<file path="src/rtl/core/sdr_pkg.sv">
// sdr_pkg: shared widths for the stable duplicate removal block
// no dependencies; used by the top level
package sdr_pkg;

	localparam int VALUE_W = 32;
	localparam int COUNT_W = 7;

	typedef logic [VALUE_W-1:0] value_t;
	typedef logic [COUNT_W-1:0] count_t;

endpackage

</file>
<file path="src/rtl/core/stable_duplicate_removal_top.sv">
// stable_duplicate_removal_top: first-occurrence filter over a stream of array elements
// depends on sdr_pkg and sdr_cell
//
// Usage:
//   Input channel (valid, stall, value, last_in) carries one array element per
//   transfer; last_in marks the final element of an array. Output channel
//   (res_valid, res_stall, value_out, keep, last_out, unique_count, overflow)
//   returns exactly one result per input transfer, in order.
//   The result of a transfer is on the output registers in the cycle after it.
//   One element per cycle is taken while results drain; the
//   store is a chain of MAX_ITEMS cells that all compare the new element in the
//   same cycle, and a new value shifts into the head of the chain.
//   keep is 1 for a first occurrence. When the chain is full a new value is kept
//   with overflow set and not stored. After the last element the fill count goes
//   back to zero, ready for the next array.
//   While res_stall holds a waiting result, stall is raised and no element is
//   taken. Reset empties the store (fill count zero) and drops any held result;
//   no clearing pass is needed.
module stable_duplicate_removal_top #(
	parameter int MAX_ITEMS  = 64,
	parameter int DATA_WIDTH = 32
) (
	input  logic                    clk,
	input  logic                    arst_n,
	input  logic                    valid,
	output logic                    stall,
	input  sdr_pkg::value_t         value,
	input  logic                    last_in,
	output logic                    res_valid,
	input  logic                    res_stall,
	output sdr_pkg::value_t         value_out,
	output logic                    keep,
	output logic                    last_out,
	output sdr_pkg::count_t         unique_count,
	output logic                    overflow
);

	import sdr_pkg::*;

	localparam int CW   = (DATA_WIDTH < VALUE_W) ? DATA_WIDTH : VALUE_W;
	localparam int CNTW = $clog2(MAX_ITEMS + 1);

	logic [CNTW-1:0]  count_q;
	logic [CNTW-1:0]  count_after;
	logic [CW-1:0]    probe;
	logic [CW-1:0]    chain [MAX_ITEMS+1];
	logic [MAX_ITEMS-1:0] hits;
	logic             acc;
	logic             hit;
	logic             full;
	logic             ins;
	logic [CNTW+COUNT_W-1:0] count_wide;

	logic             res_valid_q;
	value_t           value_out_q;
	logic             keep_q;
	logic             last_out_q;
	count_t           unique_count_q;
	logic             overflow_q;

	assign stall = res_valid_q && res_stall;
	assign acc   = valid && !stall;
	assign probe = value[CW-1:0];

	assign chain[0] = probe;

	for (genvar i = 0; i < MAX_ITEMS; i++) begin : g_cell
		sdr_cell #(
			.W     (CW),
			.CNTW  (CNTW),
			.INDEX (i)
		) u_cell (
			.clk      (clk),
			.shift_en (ins),
			.data_in  (chain[i]),
			.probe    (probe),
			.count    (count_q),
			.data_out (chain[i+1]),
			.hit      (hits[i])
		);
	end

	assign hit         = |hits;
	assign full        = (count_q == CNTW'(MAX_ITEMS));
	assign ins         = acc && !hit && !full;
	assign count_after = ins ? count_q + CNTW'(1) : count_q;
	assign count_wide  = {{COUNT_W{1'b0}}, count_after};

	always_ff @(posedge clk or negedge arst_n) begin
		if (!arst_n) begin
			count_q     <= '0;
			res_valid_q <= 1'b0;
		end else begin
			if (acc) begin
				count_q     <= last_in ? '0 : count_after;
				res_valid_q <= 1'b1;
			end else if (!res_stall) begin
				res_valid_q <= 1'b0;
			end
		end
	end

	always_ff @(posedge clk) begin
		if (acc) begin
			value_out_q    <= VALUE_W'(probe);
			keep_q         <= !hit;
			last_out_q     <= last_in;
			unique_count_q <= count_wide[COUNT_W-1:0];
			overflow_q     <= !hit && full;
		end
	end

	assign res_valid    = res_valid_q;
	assign value_out    = value_out_q;
	assign keep         = keep_q;
	assign last_out     = last_out_q;
	assign unique_count = unique_count_q;
	assign overflow     = overflow_q;

	a_last_clears: assert property (@(posedge clk) disable iff (!arst_n)
		acc && last_in |=> count_q == '0)
		else $error("fill count not cleared after last element");

	a_repeat_holds: assert property (@(posedge clk) disable iff (!arst_n)
		acc && hit && !last_in |=> count_q == $past(count_q))
		else $error("repeat changed the fill count");

	a_overflow_kept: assert property (@(posedge clk) disable iff (!arst_n)
		res_valid_q && overflow_q |-> keep_q)
		else $error("overflow on a dropped element");

	a_count_bound: assert property (@(posedge clk) disable iff (!arst_n)
		count_q <= CNTW'(MAX_ITEMS))
		else $error("fill count beyond store depth");

endmodule

</file>
<file path="src/rtl/core/sdr_cell.sv">
// sdr_cell: one store cell of the seen-value chain
// holds one value, takes its neighbor's value on a shift, compares against the probe
module sdr_cell #(
	parameter int W     = 32,
	parameter int CNTW  = 7,
	parameter int INDEX = 0
) (
	input  logic            clk,
	input  logic            shift_en,
	input  logic [W-1:0]    data_in,
	input  logic [W-1:0]    probe,
	input  logic [CNTW-1:0] count,
	output logic [W-1:0]    data_out,
	output logic            hit
);

	logic [W-1:0] data_q;

	always_ff @(posedge clk) begin
		if (shift_en) begin
			data_q <= data_in;
		end
	end

	// entry is live only below the fill count
	assign hit      = (CNTW'(INDEX) < count) && (data_q == probe);
	assign data_out = data_q;

endmodule

</file>
<file path="config.mk">
export PLATFORM = sky130hd
export DESIGN_NAME = stable_duplicate_removal_top
export DESIGN_NICKNAME = d
export VERILOG_FILES = /design/src/rtl/core/sdr_pkg.sv /design/src/rtl/core/stable_duplicate_removal_top.sv /design/src/rtl/core/sdr_cell.sv
export SDC_FILE = /design/constraint.sdc
export NUM_CORES = 2
export LEC_CHECK = 0
export ABC_AREA = 1
export BUFFER_PORTS_ARGS = -buffer_cell sky130_fd_sc_hd__buf_2
export CORE_MARGIN = 4
export CORE_UTILIZATION = 45
export CTS_BUF_LIST = sky130_fd_sc_hd__clkbuf_8
export DETAILED_ROUTE_END_ITERATION = 10
export GPL_ROUTABILITY_DRIVEN = 0
export HOLD_SLACK_MARGIN = 0.02
export PLACE_DENSITY = 0.65
export SLEW_MARGIN = 20
export SYNTH_ARGS = -nofsm -noshare
export SYNTH_HDL_FRONTEND = slang
export SYNTH_SLANG_ARGS = --single-unit
</file>
<file path="constraint.sdc">
create_clock -name clk -period 39.8 [get_ports clk]
set_input_delay 1.99 -clock clk [delete_from_list [all_inputs] [get_ports clk]]
set_output_delay 1.99 -clock clk [all_outputs]
set_load 0.02 [all_outputs]
</file>
==> impl_metrics.json <==
{
  "drc": 3,
  "status": "complete, but fails checks",
  "powerDensity_mw_per_mm2": 46.83,
  "ys_ff_latch": 2098,
  "synth_xor_area_share_pct": 10.35,
  "clock_sinks": 2098,
  "yosysSeqAreaShare_pct": 66.18,
  "grt_max_degree": 192,
  "final-hold-violation-count": 0,
  "cts_tree": "built",
  "synth_top_family_by_area": "simple AND/OR/NAND/NOR gates",
  "reg2reg_from": "count_q[2]",
  "fp.dieH_um": 467.8,
  "final_cell_mix": "nand2_1 (2513), edfxtp_1 (2090), xnor2_1 (1013)",
  "failed_checks": "DRC",
  "viasPerCell": 5.618,
  "yosys.cell_types.count": 37,
  "die_x_um": 467.8,
  "yosys.area_share.simple_pct": 15.99,
  "grtUsageTotal_pct": 29.67,
  "fin_crit_sh_pct": 24.26,
  "wire_per_inst_um": 28.03,
  "layout.nets": 8778,
  "finClkSkew_ns": 0.1051,
  "crit_end": "g_cell[4].u_cell.data_out[24]",
  "synth_fp_nets": 8543,
  "cts_root_buf": "clkbuf_8",
  "reg2reg_depth": 18,
  "drtPass1Iterations": 11,
  "rows": 168,
  "critPathMaxFanout": 163,
  "crit_required_ns": 40.50,
  "overflow": 0,
  "avgSynthCellArea_um2": 11.19,
  "synth_top_area_share_pct": 65.97,
  "ir_drop_mv": 0.04116,
  "hold_buffers": 0,
  "clkLatencyLatePin_ns": 1.13,
  "crit_path_start": "value[23]",
  "drt_iter0_markers": 10460,
  "drive_above_1_share_pct": 7.702,
  "postCtsSetupRepairBufs": 0,
  "max_cap_violations": 0,
  "period_minus_slack_ns": 9.657,
  "grt_pass1_wl_um": 459200,
  "slew_viol_final": 0,
  "place_hpwl_um": 210400,
  "drtAntennaViolNets": 0,
  "arrival_ns": 10.35,
  "io_buffers": 80,
  "num_vias": 66390,
  "die-area_mm2": 0.2188,
  "core-area_mm2": 0.2100,
  "power_leakage_uw": 0.03927,
  "ys_top_cells_by_area": "edfxtp_1 (66%), nand2_1 (9.9%), xnor2_1 (9.3%)",
  "muxShareOfSynthArea_pct": 0,
  "start_util_pct": 45.31,
  "cts_made_buffers": 362,
  "maxSlewHeadroom_pct": 18.67,
  "htree_levels": 5,
  "finalWirelength_um": 331200,
  "mostFrequentLayoutCell": "nand2_1",
  "clk_path_buf_depth": 4,
  "antenna_found_initial": 17,
  "yosys.area.top_type": "edfxtp_1",
  "synth_compound_area_share_pct": 1.624,
  "worstHoldPathType": "reg2reg",
  "tightestPinTransition_ns": 1.220,
  "cp-start-kind": "input port",
  "setup_viol": 0,
  "netlist_area_mm2": 0.09514,
  "pin_count": 81,
  "rsz0062_at_grt": "false",
  "grt_pass1_vias": 63410,
  "synthAdderAreaFrac_pct": 0.02630,
  "cts-resized-gates": 0,
  "path_class": "in2reg",
  "synth_warnings": 0,
  "end_kind": "flop",
  "clk_pin_slew_ns": 0.05,
  "clock.fmax_ghz": 0.1036,
  "worst-r2r-setup-slack_ns": 30.38,
  "synthCells": 8504,
  "finalSetupTns_ns": 0,
  "r2r-end": "g_cell[4].u_cell.data_out[24]",
  "areaGrowthSynthToFinish_pct": 9.679,
  "power.total_uw": 4887
}
==> cell type report <==
cell class                 instances  area [um2]
multi-input combinational       5178       26640
fill                           18280      105600
clock inverter                   254        1246
tap                             2805        3510
antenna                           14       35.03
inverter                         903        3402
clock buffer                     369        5079
timing repair buffer             196        1479
sequential                      2098       62960
==> flip-flops by register name, indices dropped and copies added, names as in the netlist <==
name                    flops
value_out                  32
last_out                    1
res_valid                   1
count_q                     7
overflow                    1
unique_count                7
keep                        1
g_cell.u_cell.data_out   2048
==> metrics by stage <==
| step | worst slack [ns] | hold WS [ns] | cells | cell area, um2 | util, % |
|---|---|---|---|---|---|
| after floorplan | 5.152 | 0.4264 | 8504 | 95140 | - |
| after global placement | 29.46 | 0.4318 | 11180 | 97950 | 46.64 |
| after detailed placement | 29.34 | 0.4354 | 11180 | 97950 | 46.65 |
| after CTS | 30.47 | 0.4217 | 11800 | 104300 | 49.66 |
| after global routing | 29.96 | 0.4298 | 11810 | 104300 | 49.68 |
| final | 30.14 | 0.4220 | 11820 | 104300 | 49.69 |
==> worst max-delay path: stages <==
cell and delay (ns):
buf_4 0.40, buf_4 0.47, buf_4 0.56, inv_2 0.05, buf_4 0.35, o21ai_0 0.26
nor2_1 0.07, nand2_1 0.06, nor2_1 0.04, nand4_1 0.14, nand2_1 0.13, nor2_1 0.30
nand2_1 0.11, nor2_2 0.11, nand2_2 0.09, nor2_4 0.37, nand3_1 0.28, clkinvlp_4 0.64
buf_4 0.80, buf_12 0.63, buf_4 0.98, buf_4 0.91
==> layer usage <==
layer / vias to the layer above / global-route usage, % / part of all wire [%]
li1: 28260 / - / -
met1: 31820 / 37.60 / 35
met2: 5050 / 45.19 / 44
met3: 1258 / 8.193 / 13
met4: 8 / 18.58 / 7.2
met5: - / 0 / 0.022
==> worst min-delay path by stage <==
| stage | start | end | slack [ns] | cells after the start |
|---|---|---|---|---|
| floorplan | g_cell[13].u_cell.data_out[4] | g_cell[14].u_cell.data_out[4] | 0.43 | 0 |
| CTS | g_cell[48].u_cell.data_out[6] | g_cell[49].u_cell.data_out[6] | 0.42 | 0 |
| global placement | g_cell[1].u_cell.data_out[29] | g_cell[2].u_cell.data_out[29] | 0.43 | 0 |
| global route | g_cell[51].u_cell.data_out[1] | g_cell[52].u_cell.data_out[1] | 0.43 | 0 |
| finish | g_cell[51].u_cell.data_out[1] | g_cell[52].u_cell.data_out[1] | 0.42 | 0 |
| detailed placement | g_cell[1].u_cell.data_out[9] | g_cell[2].u_cell.data_out[9] | 0.44 | 0 |
==> cell families (layout without fill, tap and decap cells) <==
family	Yosys count	in the layout
adders and majority gates	2	2
xor gates and xnor gates	1124	1124
AOI/OAI and AO/OA	296	296
buffers and inverters	1228	1722
other	0	14
and+or+nand+nor	3756	3756
DFF	2098	2098
==> power by group <==
part,internal (uW),switching (uW)
Combinational,124,308
Clock,913,903
Sequential,2550,85.3
==> cell usage after synthesis (all sizes together) <==
cell type / n
o221ai: 1
nand2: 2520
o21ai: 249
edfxtp: 2090
clkinv: 1
o22ai: 24
nand4: 269
inv: 902
or2: 44
xor2: 111
clkbuf: 15
ha: 2
buf: 310
a21oi: 15
nor3: 7
xnor2: 1013
o211ai: 7
and2: 2
nand3: 180
nor2: 734
dfrtp: 8
(Power assumes the default switching activity.)
